### config.mk
export PLATFORM = sky130hd
export DESIGN_NAME = kcs_div
export DESIGN_NICKNAME = d
export VERILOG_FILES = /design/src/rtl/kcs_pkg.sv /design/src/rtl/kcs_div.sv
export SDC_FILE = /design/constraint.sdc
export NUM_CORES = 1
export LEC_CHECK = 0
export CORE_MARGIN = 1
export CORE_UTILIZATION = 35
export DETAILED_ROUTE_END_ITERATION = 8
export DONT_BUFFER_PORTS = 1
export GPL_ROUTABILITY_DRIVEN = 0
export GPL_TIMING_DRIVEN = 0
export HOLD_SLACK_MARGIN = 0.1
export SYNTH_ARGS = -nofsm -noshare
export SYNTH_HDL_FRONTEND = slang
export SYNTH_SLANG_ARGS = --single-unit
### constraint.sdc
create_clock -name clk -period 5.45 [get_ports clk]
set_input_delay 0.2725 -clock clk [delete_from_list [all_inputs] [get_ports clk]]
set_output_delay 0.2725 -clock clk [all_outputs]
set_load 0.02 [all_outputs]
### src/rtl/kcs_pkg.sv
// ============================================================================
// kcs_pkg: shared constants of the keyframe curve sampler
// Field widths, configuration register indexes and mode codes.
// ============================================================================
`default_nettype none

package kcs_pkg;

    localparam int KEY_DEPTH_DEF = 64;
    localparam int FRAC_BITS_DEF = 16;

    localparam int DATA_W      = 32;
    localparam int SLOT_W      = 6;
    localparam int COUNT_W     = 7;
    localparam int MODE_W      = 2;
    localparam int CFG_IDX_W   = 3;
    localparam int IN_TDATA_W  = 168;
    localparam int OUT_TDATA_W = 32;

    // configuration register indexes
    localparam logic [CFG_IDX_W-1:0] CFG_KEY_COUNT   = 3'd0;
    localparam logic [CFG_IDX_W-1:0] CFG_INTERP_MODE = 3'd1;
    localparam logic [CFG_IDX_W-1:0] CFG_CYCLE_MODE  = 3'd2;
    localparam logic [CFG_IDX_W-1:0] CFG_RANGE_START = 3'd3;
    localparam logic [CFG_IDX_W-1:0] CFG_RANGE_STOP  = 3'd4;
    localparam logic [CFG_IDX_W-1:0] CFG_TIME_SCALE  = 3'd5;
    localparam logic [CFG_IDX_W-1:0] CFG_TIME_OFFSET = 3'd6;

    // interpolation modes (the unused code acts as linear)
    localparam logic [MODE_W-1:0] INTERP_LINEAR  = 2'd0;
    localparam logic [MODE_W-1:0] INTERP_HERMITE = 2'd1;
    localparam logic [MODE_W-1:0] INTERP_STEP    = 2'd2;

    // cycle modes (the unused code acts as clamp)
    localparam logic [MODE_W-1:0] CYCLE_LOOP     = 2'd0;
    localparam logic [MODE_W-1:0] CYCLE_PINGPONG = 2'd1;
    localparam logic [MODE_W-1:0] CYCLE_CLAMP    = 2'd2;

    // commands
    localparam logic CMD_WRITE  = 1'b0;
    localparam logic CMD_SAMPLE = 1'b1;

endpackage

`default_nettype wire

### src/rtl/kcs_div.sv
// ============================================================================
// kcs_div: unsigned restoring divider
// One quotient bit per cycle; quotient and remainder hold after done.
// ============================================================================
`default_nettype none

module kcs_div #(
    parameter int DVD_W = kcs_pkg::DATA_W + kcs_pkg::FRAC_BITS_DEF,
    parameter int DVS_W = kcs_pkg::DATA_W
) (
    input  wire logic             clk,
    input  wire logic             rst_n,
    input  wire logic             start,
    input  wire logic [DVD_W-1:0] dividend,
    input  wire logic [DVS_W-1:0] divisor,
    output logic                  done,
    output logic      [DVD_W-1:0] quotient,
    output logic      [DVS_W-1:0] remainder
);

    localparam int CNT_W = $clog2(DVD_W + 1);

    logic [CNT_W-1:0] cnt_reg, cnt_next;
    logic             done_reg, done_next;
    logic [DVD_W-1:0] quo_reg, quo_next;
    logic [DVS_W-1:0] rem_reg, rem_next;
    logic [DVS_W-1:0] dvs_reg, dvs_next;
    logic [DVS_W:0]   rem_sh;
    logic [DVS_W:0]   rem_sub;
    logic             ge;

    assign rem_sh  = {rem_reg, quo_reg[DVD_W-1]};
    assign ge      = (rem_sh >= {1'b0, dvs_reg});
    assign rem_sub = rem_sh - {1'b0, dvs_reg};

    always_comb
    begin
        cnt_next  = cnt_reg;
        quo_next  = quo_reg;
        rem_next  = rem_reg;
        dvs_next  = dvs_reg;
        done_next = 1'b0;
        if (start)
        begin
            cnt_next = CNT_W'(DVD_W);
            quo_next = dividend;
            rem_next = '0;
            dvs_next = divisor;
        end
        else if (cnt_reg != '0)
        begin
            // shift in the next dividend bit, subtract where it fits
            cnt_next  = cnt_reg - CNT_W'(1);
            quo_next  = {quo_reg[DVD_W-2:0], ge};
            rem_next  = ge ? rem_sub[DVS_W-1:0] : rem_sh[DVS_W-1:0];
            done_next = (cnt_reg == CNT_W'(1));
        end
    end

    always_ff @(posedge clk or negedge rst_n)
    begin
        if (!rst_n)
        begin
            cnt_reg  <= '0;
            done_reg <= 1'b0;
        end
        else
        begin
            cnt_reg  <= cnt_next;
            done_reg <= done_next;
        end
    end

    always_ff @(posedge clk)
    begin
        quo_reg <= quo_next;
        rem_reg <= rem_next;
        dvs_reg <= dvs_next;
    end

    assign done      = done_reg;
    assign quotient  = quo_reg;
    assign remainder = rem_reg;

endmodule

`default_nettype wire

==> impl_metrics.ini, run 1 <==
[status]
status = completed

[worst_setup_path]
worstReg2RegEnd = remainder[28]
cp.arrival_ns = 3.60
crit_fanout = 5
slowest_stage = edfxtp_1
critPathCaptureType = register
path_cells = inv_1 -> ha_1 -> fa_1 -> nand2b_1 -> a21oi_2 -> a311oi_2 -> o211ai_2 -> a21oi_1 -> o21ai_2 -> mux2i_1 -> a31o_2 -> a211oi_1
crit_type = register to register
reg2reg_slack_ns = 2.18
rr_startpoint = quotient[47]
setup.worst_path.start_class = register
r2r_cells = 12
worstPathRequired_ns = 5.78
max_stage_delay_ns = 0.54

[placed_design]
dpl.hpwl_um = 12600
place_area_mm2 = 0.00696
portBuffers = 0

[finish]
final-seq-area_mm2 = 0.00322
drive_gt1_frac = 0.150
fill_cells = 1717
diodes = 0
area_delta_synth_final_pct = 26.2
multi_input_area_mm2 = 0.00311
final_cell_area_mm2 = 0.00839
largest_register_ffs = 48
final_nets = 834

[drt]
vias = 5115
detail-route-antenna-nets = 0
wirelength_um = 17900
wl_per_cell_um = 18.6
drt_iter0_markers = 317
drc = 0
vias_per_cell = 5.31
firstDrtPassIters = 4

[synth]
synth_edf_count = 80
yosysUniqueCellTypes = 64
syn_nets = 733
ys_async_sr_fraction = 0.0588
yosys_register_bits = 119
synth-compound-area-share = 0.140
synth-simple-area-share = 0.119
synth_mux_area_frac = 0.104
synth_top_family_by_area = compound AO/OA/AOI/OAI gates
synth_ff_type = edfxtp_1
synth-xor-area-share = 0.0369
yosysSeqAreaShare = 0.484
syn_area_mm2 = 0.00665
yosys_warnings = 0
synth_area_per_cell_um2 = 10.8
synthAdderAreaFrac = 0.0670
synthCells = 615

[timing]
drv_slew = 0
hold_viol = 0
finalSetupTns_ns = 0
fmax_mhz = 306
slew_headroom = 0.501
finClkSkew_ns = 0.00960
worstMarginPinSlew_ns = 0.749
min_period_ns = 3.27
setup_violations = 0
rsz0062_at_grt = false
fin_crit_sh = 0.599

[worst_hold_path]
min-delay-start = dividend[0]
min_path_type = input port to register
hold_end = quotient[0]
min_delay_path_depth = 2

[clocking]
clkSlewWorstSetupHoldPaths_ns = 0.06
clock_latency_ns = 0.42
numCtsBuffers = 17
clock_tree.buffer_depth = 2
cts.sinks = 119
cts_resized = 0
cts_root_buf = clkbuf_16
cts_tree = built
htree_levels = 4

[floorplanning]
io_pins = 164
dieArea_mm2 = 0.0195
start_util = 0.357
core_area_mm2 = 0.0186
rows = 50
dieHeight_um = 140
die_w_um = 140

[global_route]
grt_usage = 0.188
grt_start_max_net_pins = 35
grt_pass1_vias = 5401
grt-ovfl-total = 0
antenna_found_initial = 0
grt_pass1_wl_um = 28000

[power_and_ir_drop]
ir_drop_mv = 0.201
power_density_mw_per_mm2 = 518
p_leak_nw = 3.50

[run]
max_cap_violations = 0
==> per-layer routing <==
layer	global-route usage	share of wire	vias up
met2	0.321	0.48	210
met4	0.0607	0.016	0
met3	0.0778	0.093	24
li1	-	-	2467
met5	0	0	-
met1	0.213	0.41	2414
==> Yosys cell counts, types with 3 or more instances <==
cell      count  area, µm²
mux2i_1      16        160
edfxtp_1     80       2400
buf_4         3       22.5
nor4_1        3       18.8
buf_2         6       30.0
a21oi_1      36        180
clkbuf_1     21       78.8
inv_1        47        176
and3_1        4       25.0
a211oi_1     35        263
o21bai_1      3       22.5
nand3_1       8       40.0
o21ai_0       9       45.0
a21o_1       16        120
dfxtp_1      32        641
nor2_1       68        255
nor3b_1       4       30.0
a31oi_1       3       18.8
nand4_1       8       50.1
xnor2_1      14        123
mux2_2       47        529
nand3b_1      3       22.5
nor3_1       25        125
ha_1         34        425
xor2_1       14        123
nand2_1      16       60.1
dfrtp_1       7        175
nand2b_1      5       31.3
==> per-stage QoR <==
step                      hold slack (ns)  cells   util  total power (W)  setup WS, ns
after floorplan                   -0.0231    615      -          0.00275          2.67
after global placement            -0.0229    849  0.372          0.00310          1.98
after detailed placement          -0.0229    850  0.373          0.00313          2.19
after CTS                           0.104    963  0.450          0.00437          2.17
after global routing                0.116    963  0.450          0.00462          1.92
final                               0.118    963  0.450          0.00434          2.18
==> power breakdown <==
group          total (W)  switching, W  internal (W)
Combinational    0.00164      0.000929      0.000714
Clock            0.00116      0.000465      0.000693
Sequential       0.00154      0.000386       0.00116
==> kinds of logic after synthesis <==
logic type / after synthesis
compound gates: 132
xor+xnor: 28
fa+ha+maj: 35
buf+inv: 78
flops: 119
mux: 63
simple gates: 160
==> critical path: cells and delay by family, from the launching register on <==
kind	cells	cell delay (ns)
muxes	1	0.12
AOI/OAI and AO/OA	7	1.66
DFF	1	0.54
and+or+nand+nor	1	0.17
buffers and inverters	1	0.08
adders and majority gates	2	0.63
==> final cells by class <==
type | count | area share
inverter | 47 | 0.0210
clock buffer | 17 | 0.0507
clock inverter | 15 | 0.0216
sequential | 119 | 0.384
timing repair buffer | 82 | 0.100
tap | 234 | 0.0349
multi-input combinational | 418 | 0.371
buffer | 31 | 0.0174
==> how the worst max path moves through the flow <==
stage | cells after the start | from | slack (ns) | end
after floorplan | 12 | quotient[47] | 2.67 | remainder[22]
after global placement | 4 | cnt_reg[2] | 1.98 | quotient[29]
after detailed placement | 12 | quotient[47] | 2.19 | remainder[28]
after CTS | 12 | quotient[47] | 2.17 | remainder[28]
after global routing | 12 | quotient[47] | 1.92 | remainder[28]
final | 12 | quotient[47] | 2.18 | remainder[28]
==> cells in the final DEF (no fill, tap or decap), drive strengths merged, types with 3 or more instances in the layout <==
cell / n
nand4: 10
edfxtp: 80
o21ai: 13
dfrtp: 7
nand2b: 5
xor2: 14
ha: 34
mux2: 47
o21bai: 3
nand2: 16
nand3b: 3
a211oi: 35
dlygate4sd3: 80
nor3: 25
nor3b: 4
nor4: 3
a31oi: 3
a21oi: 39
clkbuf: 38
mux2i: 16
xnor2: 14
dfxtp: 32
nor2: 68
a21o: 16
buf: 12
and3: 4
nand3: 9
inv: 56
==> timing repair <==
| action | in CTS | in global routing |
|---|---|---|
| setup buffers | 0 | 0 |
| endpoints found under the hold margin | 118 | 0 |
| hold buffers | 81 | 0 |
Note: power is estimated with default switching activity, not from simulation.
==> run 2, diff against run 1 <==
Clock period 5.45 ns to 2.7 ns, I/O delays scaled along.
==> impl_metrics.ini, run 2 (synthesis results as in run 1) <==
[status]
status = complete, but fails checks
violations = setup timing

[timing]
worstMarginPinSlew_ns = 0.893
fin_crit_sh = 1.08
hold_viol = 0
worst_hold_slack_ns = 0.152
setup_slack_ns = -0.207
finClkSkew_ns = 0.0118
fmax_mhz = 344
setup_violations = 33
slew_headroom = 0.405
rsz0062_at_grt = true
drv_slew = 0
min_period_ns = 2.91

[drt]
firstDrtPassIters = 6
detail-route-antenna-nets = 0
wl_per_cell_um = 19.5
vias = 5416
vias_per_cell = 5.48
wirelength_um = 19300
drc = 0
drt_iter0_markers = 340

[power_and_ir_drop]
p_leak_nw = 3.76
design_power_total_w = 0.00981
power_density_mw_per_mm2 = 1090
ir_drop_mv = 0.459

[finish]
drive_gt1_frac = 0.280
final_cell_mix = dlygate4sd3_1 (82), edfxtp_1 (80), nor2_1 (66), mux2_2 (47), inv_1 (46)
fin_util = 0.484
final_nets = 859
final_common_cell = dlygate4sd3_1
final_cell_area_mm2 = 0.00903
largest_register_ffs = 48
instances_no_fill = 988
diodes = 0
fill_cells = 1687
area_delta_synth_final_pct = 35.8

[floorplanning]
dieHeight_um = 140
start_util = 0.357
dieArea_mm2 = 0.0195
die_w_um = 140
core_area_mm2 = 0.0186
io_pins = 164
rows = 50

[worst_setup_path]
crit_type = register to register
worstPathRequired_ns = 2.96
crit_fanout = 6
cp.arrival_ns = 3.17
critPathCaptureType = register
setup.worst_path.start_class = register

[clocking]
numCtsBuffers = 17
cts_tree = built
clock_latency_ns = 0.43
clkSlewWorstSetupHoldPaths_ns = 0.06
cts_root_buf = clkbuf_16
cts.sinks = 119
clock_tree.buffer_depth = 2
htree_levels = 4

[placed_design]
dpl.hpwl_um = 12400
portBuffers = 0
placed_cells = 849
place_area_mm2 = 0.00697

[worst_hold_path]
min_path_type = input port to register

[global_route]
antenna_found_initial = 0
grt_usage = 0.193
grt-ovfl-total = 0
grt_pass1_wl_um = 29100
grt_start_max_net_pins = 49
grt_pass1_vias = 5560

[run]
max_cap_violations = 0
## run 2: changes by cell type in the layout (fill, tap and decap cells not counted), moves of 4 or more
cell	previous run	this run
a21oi_1	36	30
ha_2	0	6
buf_6	0	6
dfxtp_4	0	5
ha_1	34	27
a211oi_1	35	20
a211oi_2	0	15
dfxtp_2	0	25
clkbuf_1	21	16
nand2b_4	0	4
buf_4	3	20
dfxtp_1	32	2
## run 2: layout make-up
type,count,area [µm²],area share
buffer,26,165,0.0183
clock buffer,17,425,0.0471
clock inverter,15,133,0.0147
inverter,47,176,0.0195
multi-input combinational,419,3430,0.380
sequential,119,3270,0.362
tap,234,293,0.0324
timing repair buffer,111,1140,0.126
## run 2: per-layer routing
metal / vias up / GRT usage / share of wire
met5: - / 0 / 0
met4: 0 / 0.0769 / 0.021
met3: 35 / 0.0606 / 0.072
met2: 234 / 0.325 / 0.49
met1: 2631 / 0.228 / 0.42
li1: 2516 / - / -
## run 2: critical path: stages, from the launching register on
cell and delay [ns]:
edfxtp_1 0.37, inv_1 0.12, ha_1 0.31, nand4_1 0.20, nor4_2 0.07, a31oi_1 0.26
o21ai_1 0.12, a2111o_1 0.41, a21oi_4 0.26, buf_6 0.18, buf_8 0.13, nor2_1 0.05
a211oi_1 0.20, nor3_1 0.07
## run 2: timing repair
item,4_1_cts,5_1_grt
gates cloned,1,3
endpoints found under the hold margin,119,0
pin swaps,32,18
buffers inserted,15,10
hold buffers,84,0
endpoints found under the setup margin,81,79
resized for setup,68,43
## run 2: final timing paths
kind / startpoint / endpoint / slack (ns) / cells after the start
setup / recovery: dvs_reg[12] / remainder[20] / -0.21 / 13
hold / removal: start / dvs_reg[31] / 0.15 / 2
setup reg to reg: dvs_reg[12] / remainder[20] / -0.21 / 13
hold reg to reg: remainder[1] / remainder[1] / 0.55 / 2
max in group asynchronous: rst_n / cnt_reg[1] / 1.85 / 2
min in group asynchronous: rst_n / done / 0.58 / 2
## run 2: metrics by stage
step | worst slack, ns | setup TNS, ns
4_1_cts | -0.175 | -0.845
5_1_grt | -0.371 | -8.93
2_1_floorplan | -0.00829 | -0.00829
6_report | -0.207 | -4.64
3_5_place_dp | -0.535 | -21.50
3_3_place_gp | -0.515 | -17.06
## run 2: power breakdown
part	total, W	internal, W	leakage, nW	switching, W
Sequential	0.00320	0.00240	1.18	0.000797
Combinational	0.00442	0.00214	2.30	0.00228
Clock	0.00219	0.00121	0.277	0.000972
Total	0.00981	0.00575	3.76	0.00405
==> run 3, diff against run 2 <==
--- a/constraint.sdc
+++ b/constraint.sdc
@@ -3,2 +3,2 @@
 set_output_delay 0.135 -clock clk [all_outputs]
-set_load 0.02 [all_outputs]
+set_load 0.005 [all_outputs]
==> impl_metrics.ini, run 3 (synthesis results as in run 1) <==
[global_route]
grt_usage = 0.196
grt_pass1_vias = 5362
gr-usage-met3 = 0.0740
grt_start_max_net_pins = 49
grt_pass1_wl_um = 29100
top_usage_layer = met2
grt-ovfl-total = 0
antenna_found_initial = 0
use_met2 = 0.334
grt_use_met1 = 0.228

[worst_setup_path]
max_stage_delay_ns = 0.46
worstPathRequired_ns = 3.02
setup.worst_path.start_class = register
cp.arrival_ns = 3.13
path_cells = inv_2 -> ha_4 -> nand3b_1 -> a2111oi_4 -> o21a_2 -> o21ai_4 -> nand4_4 -> a21oi_4 -> buf_12 -> buf_6 -> buf_6 -> nor2_1 -> a211oi_2 -> nor3_1
cp-startpoint = quotient[47]
cpMostUsedCell = buf_6
slowest_stage = edfxtp_1
crit_fanout = 5
crit_type = register to register
critPathCaptureType = register
rr_startpoint = quotient[47]

[clocking]
cts_root_buf = clkbuf_16
cts.sinks = 119
clkSlewWorstSetupHoldPaths_ns = 0.06
cts_tree = built
numCtsBuffers = 17
clock_tree.buffer_depth = 2
clock_latency_ns = 0.42
htree_levels = 4

[floorplanning]
start_util = 0.357
rows = 50
dieHeight_um = 140
io_pins = 164
dieArea_mm2 = 0.0195
die_w_um = 140
core_area_mm2 = 0.0186

[drt]
drc = 0
drt_iter0_markers = 305
vias = 5325
vias_per_cell = 5.41
firstDrtPassIters = 5
wl_per_cell_um = 19.5
wirelength_um = 19200
detail-route-antenna-nets = 0

[worst_hold_path]
min_path_type = input port to register
min-delay-start = divisor[10]

[timing]
worst_hold_slack_ns = 0.336
hold_viol = 0
drv_slew = 0
worstMarginPinSlew_ns = 0.721
setup_slack_ns = -0.109
min_period_ns = 2.81
fmax_mhz = 356
rsz0062_at_grt = true
fin_crit_sh = 1.04
setup_violations = 20
slew_headroom = 0.519
finClkSkew_ns = 0.0124

[finish]
fill_cells = 1660
drive_gt1_frac = 0.292
final_common_cell = dlygate4sd3_1
diodes = 0
multi_input_area_mm2 = 0.00351
final_cell_mix = dlygate4sd3_1 (83), edfxtp_1 (80), nor2_1 (59), mux2_2 (47), inv_1 (45)
final-seq-area_mm2 = 0.00325
area_delta_synth_final_pct = 36.9
largest_register_ffs = 48
instances_no_fill = 985
final_nets = 856

[power_and_ir_drop]
ir_drop_mv = 0.438
design_power_total_w = 0.00973
p_leak_nw = 3.73
power_density_mw_per_mm2 = 1070

[status]
status = complete, but fails checks
violations = setup timing

[placed_design]
dpl.hpwl_um = 12300
portBuffers = 0
placed_cells = 849

[run]
max_cap_violations = 0
-- run 3: what timing repair did --
| item | CTS | global route |
|---|---|---|
| hold buffers | 84 | 0 |
| cloned | 2 | 1 |
| hold endpoints to repair | 119 | 0 |
| endpoints found under the setup margin | 81 | 33 |
| gates resized for setup | 61 | 67 |
| pin swaps | 24 | 45 |
| setup buffers | 15 | 6 |
-- run 3: final timing paths --
kind                                 end  slack [ns]  depth (start not counted)
setup / recovery           remainder[17]       -0.11                         14
hold / removal               dvs_reg[10]        0.34                          1
setup reg to reg           remainder[17]       -0.11                         14
hold reg to reg            remainder[19]        0.51                          2
max in group asynchronous     cnt_reg[2]        1.84                          2
min in group asynchronous           done        0.59                          2
-- run 3: worst max-delay path, delay by kind of cell, from the launching register on --
kind            cells  cell delay, ns
simple gates        4            0.72
fa+ha+maj           1            0.17
flops               1            0.46
buf+inv             4            0.45
compound gates      5            0.92
-- run 3: where the power goes --
group,internal (W),switching (W)
sequential,0.00237,0.000470
combinational,0.00222,0.00236
clock,0.00138,0.000928
total,0.00596,0.00376
-- run 3: final cells by class --
type | instances | area share
Tap cell | 234 | 0.0322
Timing Repair Buffer | 107 | 0.120
Sequential cell | 119 | 0.357
Buffer | 28 | 0.0208
Clock inverter | 15 | 0.0180
Clock buffer | 17 | 0.0468
Inverter | 47 | 0.0194
Multi-Input combinational cell | 418 | 0.386
-- run 3: per-layer routing --
metal	wire [µm]	part of all wire
met1	8000	0.42
met2	9410	0.49
met3	1500	0.078
met4	268	0.014
met5	0	0
-- run 3: through the flow --
stage                     instance area (µm²)   util  TNS [ns]  setup WS (ns)
after floorplan                          6650      -         0         0.0538
after global placement                   6940  0.372    -15.29         -0.401
after detailed placement                 6940  0.372    -20.97         -0.437
after CTS                                8760  0.470    -0.463         -0.133
after global routing                     9100  0.488     -5.05         -0.248
final                                    9100  0.488    -0.931         -0.109
